--- src/hdl/trp_pkg.sv ---
`timescale 1ns / 1ps
// Shared types and constants of the three-axis rate PID block.
package trp_pkg;

	localparam int LANES   = 3;   // axis lanes in the payload
	localparam int AXES    = 3;   // axes actually controlled
	localparam int AXIS_W  = 2;   // index width for LANES entries
	localparam int DW      = 16;  // field width
	localparam int GW      = 48;  // packed gain register width
	localparam int APB_DW  = 64;
	localparam int APB_AW  = 6;
	localparam int INT_W   = 32;  // integrator width
	localparam int ACC_W   = 40;  // drive accumulator width
	localparam int ERR_W   = 17;
	localparam int MA_W    = 34;  // multiplier operand A
	localparam int MB_W    = 19;  // multiplier operand B
	localparam int MP_W    = MA_W + MB_W;
	localparam int S_W     = 17;  // fade weight, Q.16, up to 1.0

	localparam logic [DW-1:0] INV_THR_RST = 16'd256;

	typedef enum logic [2:0] {
		REG_PROP,
		REG_INT,
		REG_DERIV,
		REG_FF,
		REG_LIMIT,
		REG_INV_THR
	} reg_idx_t;

	typedef enum logic [1:0] {
		S_IDLE,
		S_RUN,
		S_DONE
	} seq_state_t;

	// per-axis work steps of the sequencer
	typedef enum logic [3:0] {
		ST_ERR,
		ST_RATIO_MUL,
		ST_RATIO,
		ST_PROP,
		ST_WEIGHT,
		ST_DERIV,
		ST_FF,
		ST_DRIVE,
		ST_TIME,
		ST_INC_MUL,
		ST_INC,
		ST_UPDATE
	} step_t;

	typedef struct packed {
		logic [LANES-1:0][DW-1:0] kp;
		logic [LANES-1:0][DW-1:0] ki;
		logic [LANES-1:0][DW-1:0] kd;
		logic [LANES-1:0][DW-1:0] kf;
		logic [LANES-1:0][DW-1:0] lim;
		logic [DW-1:0]            inv_thr;
	} cfg_t;

endpackage

--- src/hdl/trp_if.sv ---
`timescale 1ns / 1ps
// Request and result channel interfaces of the rate PID block.
interface trp_in_if;
	import trp_pkg::*;
	logic                 valid;
	logic                 ready;
	logic signed [DW-1:0] meas_x;
	logic signed [DW-1:0] meas_y;
	logic signed [DW-1:0] meas_z;
	logic signed [DW-1:0] target_x;
	logic signed [DW-1:0] target_y;
	logic signed [DW-1:0] target_z;
	logic signed [DW-1:0] accel_x;
	logic signed [DW-1:0] accel_y;
	logic signed [DW-1:0] accel_z;
	logic [DW-1:0]        step_time;

	modport source (output valid, meas_x, meas_y, meas_z, target_x, target_y, target_z,
		accel_x, accel_y, accel_z, step_time, input ready);
	modport sink (input valid, meas_x, meas_y, meas_z, target_x, target_y, target_z,
		accel_x, accel_y, accel_z, step_time, output ready);
endinterface

interface trp_out_if;
	import trp_pkg::*;
	logic                 valid;
	logic                 ready;
	logic signed [DW-1:0] drive_x;
	logic signed [DW-1:0] drive_y;
	logic signed [DW-1:0] drive_z;

	modport source (output valid, drive_x, drive_y, drive_z, input ready);
	modport sink (input valid, drive_x, drive_y, drive_z, output ready);
endinterface

--- src/hdl/trp_cfg_regs.sv ---
`timescale 1ns / 1ps
// APB register file holding gains, limits and the error threshold reciprocal.
module trp_cfg_regs (
	input  logic                          clk,
	input  logic                          arst_n,
	input  logic                          psel,
	input  logic                          penable,
	input  logic                          pwrite,
	input  logic [trp_pkg::APB_AW-1:0]    paddr,
	input  logic [trp_pkg::APB_DW-1:0]    pwdata,
	output logic [trp_pkg::APB_DW-1:0]    prdata,
	output trp_pkg::cfg_t                 cfg
);
	import trp_pkg::*;

	cfg_t     cfg_q;
	reg_idx_t idx;
	logic     wr;

	assign idx = reg_idx_t'(paddr[APB_AW-1:3]);
	assign wr  = psel && penable && pwrite;
	assign cfg = cfg_q;

	// gains and limits clear, threshold reciprocal (lowest field) to 1.0
	always_ff @(posedge clk or negedge arst_n) begin
		if (!arst_n) begin
			cfg_q <= {{(5*GW){1'b0}}, INV_THR_RST};
		end else if (wr) begin
			unique case (idx)
				REG_PROP:    cfg_q.kp      <= pwdata[GW-1:0];
				REG_INT:     cfg_q.ki      <= pwdata[GW-1:0];
				REG_DERIV:   cfg_q.kd      <= pwdata[GW-1:0];
				REG_FF:      cfg_q.kf      <= pwdata[GW-1:0];
				REG_LIMIT:   cfg_q.lim     <= pwdata[GW-1:0];
				REG_INV_THR: cfg_q.inv_thr <= pwdata[DW-1:0];
				default: ;
			endcase
		end
	end

	always_comb begin
		unique case (idx)
			REG_PROP:    prdata = {{(APB_DW-GW){1'b0}}, cfg_q.kp};
			REG_INT:     prdata = {{(APB_DW-GW){1'b0}}, cfg_q.ki};
			REG_DERIV:   prdata = {{(APB_DW-GW){1'b0}}, cfg_q.kd};
			REG_FF:      prdata = {{(APB_DW-GW){1'b0}}, cfg_q.kf};
			REG_LIMIT:   prdata = {{(APB_DW-GW){1'b0}}, cfg_q.lim};
			REG_INV_THR: prdata = {{(APB_DW-DW){1'b0}}, cfg_q.inv_thr};
			default:     prdata = '0;
		endcase
	end

endmodule

--- src/hdl/trp_mul.sv ---
`timescale 1ns / 1ps
// Shared signed multiplier with registered product.
module trp_mul (
	input  logic                              clk,
	input  logic signed [trp_pkg::MA_W-1:0]   mul_a,
	input  logic signed [trp_pkg::MB_W-1:0]   mul_b,
	output logic signed [trp_pkg::MP_W-1:0]   prod_q
);
	import trp_pkg::*;

	always_ff @(posedge clk) begin
		prod_q <= mul_a * mul_b;
	end

endmodule

--- src/hdl/trp_core.sv ---
`timescale 1ns / 1ps
// Sequencer and datapath: walks each axis through the shared multiplier.
module trp_core (
	input  logic          clk,
	input  logic          arst_n,
	input  trp_pkg::cfg_t cfg,
	trp_in_if.sink        in_ch,
	trp_out_if.source     out_ch
);
	import trp_pkg::*;

	localparam logic signed [ACC_W-1:0] SAT_HI = ACC_W'(32767);
	localparam logic signed [ACC_W-1:0] SAT_LO = -ACC_W'(32768);

	seq_state_t state_q, state_d;
	step_t      step_q, step_d;
	logic [AXIS_W-1:0] axis_q;
	logic       last_axis, step_end, slot_free;
	logic       in_ready, load_out, run, in_take;
	logic       out_valid_q;

	// request and working registers
	logic signed [DW-1:0]    meas_q [LANES];
	logic signed [DW-1:0]    tgt_q  [LANES];
	logic signed [DW-1:0]    acl_q  [LANES];
	logic [DW-1:0]           dt_q;
	logic signed [INT_W-1:0] integ_q [LANES];
	logic signed [DW-1:0]    drv_q  [LANES];
	logic signed [DW-1:0]    out_q  [LANES];
	logic signed [ERR_W-1:0] err_q;
	logic [17:0]             rabs_q;
	logic                    rbig_q;
	logic [S_W-1:0]          s_q;
	logic signed [MA_W-1:0]  t_q;
	logic signed [ACC_W-1:0] acc_q;

	logic signed [MA_W-1:0]  mul_a;
	logic signed [MB_W-1:0]  mul_b;
	logic signed [MP_W-1:0]  prod_q;

	// datapath helpers
	logic signed [INT_W-1:0] integ_cur;
	logic signed [MP_W-1:0]  rmag;
	logic [36:0]             rr_rnd;
	logic signed [ACC_W-1:0] acc_rnd, drv_full;
	logic signed [DW-1:0]    drv_sat;
	logic signed [MP_W-1:0]  t_rnd, inc_rnd;
	logic signed [MA_W+1:0]  nv, lim_pos, integ_new;

	trp_mul u_mul (
		.clk   (clk),
		.mul_a (mul_a),
		.mul_b (mul_b),
		.prod_q(prod_q)
	);

	assign last_axis = (axis_q == AXIS_W'(AXES - 1));
	assign step_end  = (step_q == ST_UPDATE);
	assign slot_free = !out_valid_q || out_ch.ready;
	assign in_take   = in_ch.valid && in_ready;

	// next state
	always_comb begin
		state_d = state_q;
		unique case (state_q)
			S_IDLE: if (in_ch.valid) begin
				state_d = S_RUN;
			end
			S_RUN: if (step_end && last_axis) begin
				state_d = slot_free ? S_IDLE : S_DONE;
			end
			S_DONE: if (slot_free) begin
				state_d = S_IDLE;
			end
			default: state_d = S_IDLE;
		endcase
	end

	// state outputs
	always_comb begin
		in_ready = 1'b0;
		run      = 1'b0;
		load_out = 1'b0;
		unique case (state_q)
			S_IDLE: in_ready = 1'b1;
			S_RUN: begin
				run      = 1'b1;
				load_out = step_end && last_axis && slot_free;
			end
			S_DONE: load_out = slot_free;
			default: ;
		endcase
	end

	always_comb begin
		unique case (step_q)
			ST_ERR:       step_d = ST_RATIO_MUL;
			ST_RATIO_MUL: step_d = ST_RATIO;
			ST_RATIO:     step_d = ST_PROP;
			ST_PROP:      step_d = ST_WEIGHT;
			ST_WEIGHT:    step_d = ST_DERIV;
			ST_DERIV:     step_d = ST_FF;
			ST_FF:        step_d = ST_DRIVE;
			ST_DRIVE:     step_d = ST_TIME;
			ST_TIME:      step_d = ST_INC_MUL;
			ST_INC_MUL:   step_d = ST_INC;
			ST_INC:       step_d = ST_UPDATE;
			ST_UPDATE:    step_d = ST_ERR;
			default:      step_d = ST_ERR;
		endcase
	end

	assign in_ch.ready    = in_ready;
	assign out_ch.valid   = out_valid_q;
	assign out_ch.drive_x = out_q[0];
	assign out_ch.drive_y = out_q[1];
	assign out_ch.drive_z = out_q[2];

	always_ff @(posedge clk or negedge arst_n) begin
		if (!arst_n) begin
			state_q     <= S_IDLE;
			step_q      <= ST_ERR;
			axis_q      <= '0;
			out_valid_q <= 1'b0;
		end else begin
			state_q <= state_d;
			if (in_take) begin
				step_q <= ST_ERR;
				axis_q <= '0;
			end else if (run) begin
				step_q <= step_d;
				if (step_end && !last_axis) begin
					axis_q <= axis_q + 1'b1;
				end
			end
			if (load_out) begin
				out_valid_q <= 1'b1;
			end else if (out_ch.ready) begin
				out_valid_q <= 1'b0;
			end
		end
	end

	// multiplier operand select; the product is registered in the multiplier
	always_comb begin
		mul_a = '0;
		mul_b = '0;
		case (step_q)
			ST_RATIO_MUL: begin
				mul_a = MA_W'(err_q);
				mul_b = $signed({{(MB_W-DW){1'b0}}, cfg.inv_thr});
			end
			ST_RATIO: begin
				mul_a = MA_W'(err_q);
				mul_b = MB_W'($signed(cfg.kp[axis_q]));
			end
			ST_PROP: begin
				mul_a = $signed({{(MA_W-18){1'b0}}, rabs_q});
				mul_b = $signed({1'b0, rabs_q});
			end
			ST_WEIGHT: begin
				mul_a = MA_W'(acl_q[axis_q]);
				mul_b = MB_W'($signed(cfg.kd[axis_q]));
			end
			ST_DERIV: begin
				mul_a = MA_W'(tgt_q[axis_q]);
				mul_b = MB_W'($signed(cfg.kf[axis_q]));
			end
			ST_FF: begin
				mul_a = MA_W'(err_q);
				mul_b = MB_W'($signed(cfg.ki[axis_q]));
			end
			ST_DRIVE: begin
				mul_a = prod_q[MA_W-1:0];
				mul_b = $signed({{(MB_W-DW){1'b0}}, dt_q});
			end
			ST_INC_MUL: begin
				mul_a = t_q;
				mul_b = $signed({{(MB_W-S_W){1'b0}}, s_q});
			end
			default: ;
		endcase
	end

	assign integ_cur = integ_q[axis_q];
	assign rmag      = prod_q[MP_W-1] ? -prod_q : prod_q;
	assign rr_rnd    = prod_q[36:0] + 37'(1 << 19);
	assign acc_rnd   = acc_q + ACC_W'(128);
	assign drv_full  = acc_rnd >>> 8;
	assign t_rnd     = prod_q + MP_W'(1 << 15);
	assign inc_rnd   = prod_q + MP_W'(1 << 17);

	always_comb begin
		if (drv_full > SAT_HI) begin
			drv_sat = 16'sh7fff;
		end else if (drv_full < SAT_LO) begin
			drv_sat = 16'sh8000;
		end else begin
			drv_sat = drv_full[DW-1:0];
		end
	end

	// integrator step with symmetric clamp
	assign nv      = (MA_W+2)'(integ_cur) + (MA_W+2)'(t_q);
	assign lim_pos = $signed({{(MA_W+2-DW-6){1'b0}}, cfg.lim[axis_q], 6'b0});
	always_comb begin
		if (nv > lim_pos) begin
			integ_new = lim_pos;
		end else if (nv < -lim_pos) begin
			integ_new = -lim_pos;
		end else begin
			integ_new = nv;
		end
	end

	always_ff @(posedge clk or negedge arst_n) begin
		if (!arst_n) begin
			for (int i = 0; i < LANES; i++) begin
				integ_q[i] <= '0;
			end
		end else if (run && step_end) begin
			integ_q[axis_q] <= integ_new[INT_W-1:0];
		end
	end

	always_ff @(posedge clk) begin
		if (in_take) begin
			meas_q[0] <= in_ch.meas_x;
			meas_q[1] <= in_ch.meas_y;
			meas_q[2] <= in_ch.meas_z;
			tgt_q[0]  <= in_ch.target_x;
			tgt_q[1]  <= in_ch.target_y;
			tgt_q[2]  <= in_ch.target_z;
			acl_q[0]  <= in_ch.accel_x;
			acl_q[1]  <= in_ch.accel_y;
			acl_q[2]  <= in_ch.accel_z;
			dt_q      <= in_ch.step_time;
		end
		if (run) begin
			case (step_q)
				ST_ERR: err_q <= ERR_W'(tgt_q[axis_q]) - ERR_W'(meas_q[axis_q]);
				ST_RATIO: begin
					rbig_q <= |rmag[MP_W-1:18];
					rabs_q <= rmag[17:0];
				end
				ST_PROP: acc_q <= prod_q[ACC_W-1:0]
					+ {{(ACC_W-INT_W-2){integ_cur[INT_W-1]}}, integ_cur, 2'b00};
				ST_WEIGHT: s_q <= rbig_q ? '0 : S_W'(1 << 16) - rr_rnd[36:20];
				ST_DERIV:  acc_q <= acc_q - prod_q[ACC_W-1:0];
				ST_FF:     acc_q <= acc_q + prod_q[ACC_W-1:0];
				ST_DRIVE:  drv_q[axis_q] <= drv_sat;
				ST_TIME:   t_q <= t_rnd[MA_W+15:16];
				ST_INC:    t_q <= inc_rnd[MA_W+17:18];
				default: ;
			endcase
		end
		if (load_out) begin
			for (int i = 0; i < LANES; i++) begin
				out_q[i] <= (i < AXES) ? drv_q[i] : '0;
			end
		end
	end

endmodule

--- src/hdl/three_axis_rate_pid.sv ---
`timescale 1ns / 1ps
// Top level of the three-axis rate PID controller.
//
//  channel  | dir | handshake      | payload
//  ---------+-----+----------------+-------------------------------------------
//  in_ch    | in  | valid / ready  | meas_*, target_*, accel_* (Q6.10), step_time
//  out_ch   | out | valid / ready  | drive_x, drive_y, drive_z (Q6.10, saturated)
//  APB      | in  | psel / penable | 64-bit regs at 8*index, pready tied high
//
// Each request is accepted in the idle state and then runs 12 sequencer steps per
// axis, one axis after another; the single shared 34x19 multiplier sets this.
// The integrators reset to zero, gains and limits to zero, the threshold
// reciprocal to 1.0 (256). A new request is taken as soon as the sequencer
// is idle, even while the previous result still waits in the output
// register; a stalled output only holds the sequencer once the next result
// is finished.
module three_axis_rate_pid (
	input  logic                          clk,
	input  logic                          arst_n,
	trp_in_if.sink                        in_ch,
	trp_out_if.source                     out_ch,
	input  logic                          psel,
	input  logic                          penable,
	input  logic                          pwrite,
	input  logic [trp_pkg::APB_AW-1:0]    paddr,
	input  logic [trp_pkg::APB_DW-1:0]    pwdata,
	output logic [trp_pkg::APB_DW-1:0]    prdata,
	output logic                          pready
);
	import trp_pkg::*;

	cfg_t cfg;

	assign pready = 1'b1;

	// register file: writes land on the access phase
	trp_cfg_regs u_regs (
		.clk    (clk),
		.arst_n (arst_n),
		.psel   (psel),
		.penable(penable),
		.pwrite (pwrite),
		.paddr  (paddr),
		.pwdata (pwdata),
		.prdata (prdata),
		.cfg    (cfg)
	);

	// sequencer, shared multiplier, integrators and output register
	trp_core u_core (
		.clk   (clk),
		.arst_n(arst_n),
		.cfg   (cfg),
		.in_ch (in_ch),
		.out_ch(out_ch)
	);

	// busy right after taking a request
	a_busy_after_req: assert property (@(posedge clk) disable iff (!arst_n)
		(in_ch.valid && in_ch.ready) |=> !in_ch.ready)
		else $error("sequencer took a request but did not go busy");

	// a result only appears from a running or waiting sequencer
	a_result_from_run: assert property (@(posedge clk) disable iff (!arst_n)
		$rose(out_ch.valid) |-> $past(!in_ch.ready))
		else $error("result appeared without a request in flight");

	// threshold register follows an APB write
	a_thr_write: assert property (@(posedge clk) disable iff (!arst_n)
		(psel && penable && pwrite && reg_idx_t'(paddr[APB_AW-1:3]) == REG_INV_THR)
		|=> cfg.inv_thr == $past(pwdata[DW-1:0]))
		else $error("threshold register write lost");

endmodule
--- src/flat_wrapper.sv ---
// flat-port wrapper written by rule: the top's interface ports become plain ports
module three_axis_rate_pid_flat import trp_pkg::*;
  (clk, arst_n, psel, penable, pwrite, paddr, pwdata, prdata, pready, in_ch_valid, in_ch_meas_x, in_ch_meas_y, in_ch_meas_z, in_ch_target_x, in_ch_target_y, in_ch_target_z, in_ch_accel_x, in_ch_accel_y, in_ch_accel_z, in_ch_step_time, in_ch_ready, out_ch_valid, out_ch_drive_x, out_ch_drive_y, out_ch_drive_z, out_ch_ready);
  trp_in_if in_ch_i ();
  trp_out_if out_ch_i ();
  input  logic clk;
  input  logic arst_n;
  input  logic psel;
  input  logic penable;
  input  logic pwrite;
  input  logic [trp_pkg::APB_AW-1:0] paddr;
  input  logic [trp_pkg::APB_DW-1:0] pwdata;
  output logic [trp_pkg::APB_DW-1:0] prdata;
  output logic pready;
  input wire logic [$bits(in_ch_i.valid)-1:0] in_ch_valid;
  input wire logic [$bits(in_ch_i.meas_x)-1:0] in_ch_meas_x;
  input wire logic [$bits(in_ch_i.meas_y)-1:0] in_ch_meas_y;
  input wire logic [$bits(in_ch_i.meas_z)-1:0] in_ch_meas_z;
  input wire logic [$bits(in_ch_i.target_x)-1:0] in_ch_target_x;
  input wire logic [$bits(in_ch_i.target_y)-1:0] in_ch_target_y;
  input wire logic [$bits(in_ch_i.target_z)-1:0] in_ch_target_z;
  input wire logic [$bits(in_ch_i.accel_x)-1:0] in_ch_accel_x;
  input wire logic [$bits(in_ch_i.accel_y)-1:0] in_ch_accel_y;
  input wire logic [$bits(in_ch_i.accel_z)-1:0] in_ch_accel_z;
  input wire logic [$bits(in_ch_i.step_time)-1:0] in_ch_step_time;
  output wire logic [$bits(in_ch_i.ready)-1:0] in_ch_ready;
  output wire logic [$bits(out_ch_i.valid)-1:0] out_ch_valid;
  output wire logic [$bits(out_ch_i.drive_x)-1:0] out_ch_drive_x;
  output wire logic [$bits(out_ch_i.drive_y)-1:0] out_ch_drive_y;
  output wire logic [$bits(out_ch_i.drive_z)-1:0] out_ch_drive_z;
  input wire logic [$bits(out_ch_i.ready)-1:0] out_ch_ready;
  assign in_ch_i.valid = in_ch_valid;
  assign in_ch_i.meas_x = in_ch_meas_x;
  assign in_ch_i.meas_y = in_ch_meas_y;
  assign in_ch_i.meas_z = in_ch_meas_z;
  assign in_ch_i.target_x = in_ch_target_x;
  assign in_ch_i.target_y = in_ch_target_y;
  assign in_ch_i.target_z = in_ch_target_z;
  assign in_ch_i.accel_x = in_ch_accel_x;
  assign in_ch_i.accel_y = in_ch_accel_y;
  assign in_ch_i.accel_z = in_ch_accel_z;
  assign in_ch_i.step_time = in_ch_step_time;
  assign in_ch_ready = in_ch_i.ready;
  assign out_ch_valid = out_ch_i.valid;
  assign out_ch_drive_x = out_ch_i.drive_x;
  assign out_ch_drive_y = out_ch_i.drive_y;
  assign out_ch_drive_z = out_ch_i.drive_z;
  assign out_ch_i.ready = out_ch_ready;
  three_axis_rate_pid u_core (.clk(clk), .arst_n(arst_n), .in_ch(in_ch_i), .out_ch(out_ch_i), .psel(psel), .penable(penable), .pwrite(pwrite), .paddr(paddr), .pwdata(pwdata), .prdata(prdata), .pready(pready));
endmodule
--- config.mk ---
export PLATFORM = sky130hd
export DESIGN_NAME = three_axis_rate_pid_flat
export DESIGN_NICKNAME = d
export VERILOG_FILES = /design/src/hdl/trp_pkg.sv /design/src/hdl/trp_if.sv /design/src/hdl/trp_cfg_regs.sv /design/src/hdl/trp_mul.sv /design/src/hdl/trp_core.sv /design/src/hdl/three_axis_rate_pid.sv /design/src/flat_wrapper.sv
export SDC_FILE = /design/constraint.sdc
export NUM_CORES = 2
export LEC_CHECK = 0
export BUFFER_PORTS_ARGS = -buffer_cell sky130_fd_sc_hd__buf_4
export CORE_MARGIN = 2
export CORE_UTILIZATION = 45
export DETAILED_ROUTE_END_ITERATION = 8
export GPL_TIMING_DRIVEN = 1
export PLACE_DENSITY = 0.65
export SETUP_SLACK_MARGIN = 0.4
export SLEW_MARGIN = 30
export SYNTH_ARGS = -nofsm -noshare
export SYNTH_HDL_FRONTEND = slang
export SYNTH_HIERARCHICAL = 1
export SYNTH_SLANG_ARGS = --single-unit
export TNS_END_PERCENT = 50
--- constraint.sdc ---
create_clock -name clk -period 20.3 [get_ports clk]
set_clock_uncertainty 0.15 [all_clocks]
set_input_delay 4.06 -clock clk [delete_from_list [all_inputs] [get_ports clk]]
set_output_delay 4.06 -clock clk [all_outputs]
set_load 0.005 [all_outputs]
==> impl_metrics.py <==
metrics = {
    "floorplanning": {
        "rows": 143,
        "die_w_um": 395,
        "coreArea_mm2": 0.152,
        "dieArea_mm2": 0.156,
        "start_util_pct": 45.3,
        "pin_count": 352,
        "die-height_um": 395,
    },
    "clocking": {
        "clkTransAtPathRegs_ns": 0.06,
        "clockRootBuffer": "clkbuf_16",
        "cts_resized": 0,
        "post_cts_buffers": 0,
        "hold_buffers": 0,
        "cts.sink_count": 797,
        "clock_latency_ns": 0.71,
        "cts_tree": "built",
        "cts_made_buffers": 87,
        "cts_htree_levels": 3,
        "clock_path_buffers": 3,
    },
    "detailed_routing": {
        "drtIter0Drc": 4832,
        "avgViaCountPerCell": 5.82,
        "wl_per_cell_um": 23.2,
        "first_pass_iters": 8,
        "ant_nets": 0,
        "vias": 52640,
        "drc": 0,
        "drt_wl_total_um": 210000,
    },
    "yosys": {
        "synthFlopType": "edfxtp_1",
        "synth_seq_cells": 797,
        "async_flop_share_pct": 45.3,
        "synthCells": 6813,
        "synth_commonest_cells": "767 x nand2_1, 678 x inv_1, 628 x fa_1, 383 x edfxtp_1, 360 x dfrtp_1",
        "yosys-top-cells-area": "fa_1 18%, edfxtp_1 17%, dfrtp_1 13%",
        "synth.largest_area_cell": "fa_1",
        "netlist_area_mm2": 0.0688,
        "synth.most_common_cell": "nand2_1",
        "ys_types": 114,
        "yosysWarningCount": 6,
        "yosys.area.top_type_share_pct": 18.3,
        "synth_edf_count": 383,
        "ys_seq_area_share_pct": 31.4,
        "avgSynthCellArea_um2": 10.1,
    },
    "placed_design": {
        "gp_congestion": 0.941,
        "place_hpwl_um": 155000,
        "port_buffers": 315,
        "place_area_mm2": 0.0729,
        "placed_cells_incl_taps": 8876,
    },
    "worst_hold_path": {
        "hp-start": "u_core/u_core/drv_q[1][9]",
        "hold_depth": 0,
        "hold_path_end": "u_core/u_core/out_q[0][25]",
        "hp-class": "reg2reg",
    },
    "grt": {
        "grt_pass1_vias": 53127,
        "grt_first_pass_wirelength_um": 321000,
        "track_usage_pct": 26.6,
        "grt_remaining_overflow": 0,
        "grt_max_degree": 91,
        "antenna_found_initial": 10,
    },
    "power": {
        "switching_share_pct": 49.1,
        "leakagePower_nw": 33.3,
        "power_mw": 11.3,
        "p_sw_mw": 5.54,
        "powerDensity_mw_per_mm2": 149,
        "power_frac_clock_pct": 14.3,
        "peakVddDrop_v": 0.000114,
        "combPwrFrac_pct": 65.0,
        "p_int_mw": 5.74,
        "pwr-share-seq_pct": 20.7,
    },
    "layout": {
        "final_area_mm2": 0.0758,
        "syn_to_final_growth_pct": 10.2,
        "instances_no_fill": 9045,
        "seq_area_mm2": 0.0216,
        "multiInputGateArea_mm2": 0.0431,
        "layout-drive-gt1-share_pct": 13.8,
        "final_nets": 8131,
        "nFillCells": 13702,
    },
    "flow_run": {
        "maxCapViolCount": 0,
    },
    "sta": {
        "tns_ns": 0,
        "finalSetupViolations": 0,
        "rsz0062_at_grt": "false",
        "timing.final.crit_share_pct": 53.7,
        "post-route-min-period_ns": 10.91,
        "finalMaxSlewViolations": 0,
        "hold_viol": 0,
        "fmax_mhz": 91.7,
        "relSlewSlack_pct": 29.5,
        "fin_hold_ws_ns": 0.267,
        "worstMarginPinSlew_ns": 1.06,
    },
    "setup_path": {
        "cp_slowest_cell": "clkinv_1",
        "r2r_cells": 25,
        "cp_max_fo": 41,
        "crit_path_frequent_cell": "fa_1",
        "arrival_ns": 11.28,
        "rr_endpoint": "u_core/u_core/u_mul/prod_q[52]",
        "critPathLaunchType": "flop",
        "path_class": "reg2reg",
        "crit_path_end_kind": "flop",
        "cp_data_required_time_ns": 20.67,
        "reg2reg_slack_ns": 9.39,
        "r2r-start": "u_core/u_core/axis_q[1]",
        "max_stage_delay_ns": 0.79,
    },
    "run_status": {
        "status": "finished clean",
    },
}
==> per-stage QoR <==
step / setup WS, ns / utilization [%]
finish: 9.39 / 49.9
global route: 9.08 / 49.9
CTS: 9.45 / 49.9
detailed placement: 9.53 / 48.0
global placement: 9.61 / 48.0
floorplan: 10.92 / -
==> cells in the final DEF (no fill, tap or decap), types with 53 or more instances in the layout <==
cell       netlist  routed
o21ai_0        274     272
nand3_1        105     105
and2_1         329     323
nor2_1         282     278
nor3_1          71      70
ha_1           330     330
edfxtp_1       383     383
mux2_2         316     316
dfxtp_1         53      53
xor2_1         103     103
a21oi_1        246     246
fa_1           628     628
clkbuf_16        0      88
a21o_1          84      84
a22oi_1         85      85
dfrtp_1        360     358
xnor2_1        200     200
o21ai_1         56      57
mux2i_1        203     203
inv_1          678     678
buf_4           32     411
nand2_1        767     766
mux2_1          53      53
nor2b_1         64      62
==> worst max-delay path by stage <==
stage | slack, ns | endpoint | start | cells past startpoint
6_report | 9.39 | u_core/u_core/u_mul/prod_q[52] | u_core/u_core/axis_q[1] | 25
5_1_grt | 9.08 | u_core/u_core/u_mul/prod_q[52] | u_core/u_core/axis_q[1] | 23
4_1_cts | 9.45 | u_core/u_core/u_mul/prod_q[52] | u_core/u_core/axis_q[1] | 23
3_5_place_dp | 9.53 | u_core/u_core/u_mul/prod_q[52] | u_core/u_core/axis_q[1] | 23
3_3_place_gp | 9.61 | u_core/u_core/u_mul/prod_q[52] | u_core/u_core/axis_q[1] | 23
2_1_floorplan | 10.92 | u_core/u_core/acl_q[0][0] | in_ch_valid | 2
==> cell type report <==
class	count	area share (%)
clock buffer	118	3.17
tap	2030	3.35
antenna	4	0.0132
timing repair buffer	416	4.16
inverter	684	3.38
multi-input combinational	4950	56.8
clock inverter	46	0.633
sequential	797	28.5
==> critical path: cells and delay by family (launching register included) <==
kind	cells	cell delay, ns
compound gates	7	2.05
xor+xnor	1	0.16
fa+ha+maj	8	3.93
buf+inv	5	2.39
flops	1	0.74
simple gates	4	1.20
==> flip-flops by register name, summed over array words and instances (netlist names) <==
signal                      count
u_core/u_core/err_q            17
u_core/u_core/integ_q          96
u_core/u_core/rabs_q           18
u_core/u_core/out_q            48
u_core/u_core/state_q           2
u_core/u_core/acl_q            48
u_core/u_core/step_q            4
u_core/u_core/s_q              17
u_core/u_core/axis_q            2
u_core/u_core/tgt_q            48
u_core/u_core/drv_q            48
u_core/u_core/rbig_q            1
u_core/u_core/out_ch.valid      1
u_core/u_core/u_mul/prod_q     53
u_core/u_core/t_q              34
u_core/u_regs/cfg             256
u_core/u_core/meas_q           48
u_core/u_core/dt_q             16
u_core/u_core/acc_q            40
==> per-layer routing <==
layer  GRT usage, %  vias up  share of wire (%)
li1               -    23477                  -
met4           7.90        8                3.3
met5              0        -              0.027
met3           4.74      384                8.7
met2           41.6     2219                 45
met1           37.7    26552                 43
==> power groups by stage <==
stage	Clock (mW)	Sequential (mW)	Combinational [mW]
CTS	1.65	2.32	7.26
global route	1.71	2.35	8.13
global placement	0	2.35	7.07
detailed placement	0	2.35	7.19
floorplan	0	2.21	5.20
finish	1.62	2.33	7.33
==> kinds of logic after synthesis <==
family                   count (synthesis)  share of synthesized area (%)
other                                    2                         0.0109
AO/OA/AOI/OAI                         1226                           11.9
buffers and inverters                 1081                           6.29
adder cells (fa/ha/maj)                959                           24.3
XOR/XNOR                               303                           3.86
flip-flops                             797                           31.4
multiplexers                           576                           9.08
AND/OR/NAND/NOR                       1869                           13.2
Note: power is estimated with default switching activity, not from simulation.
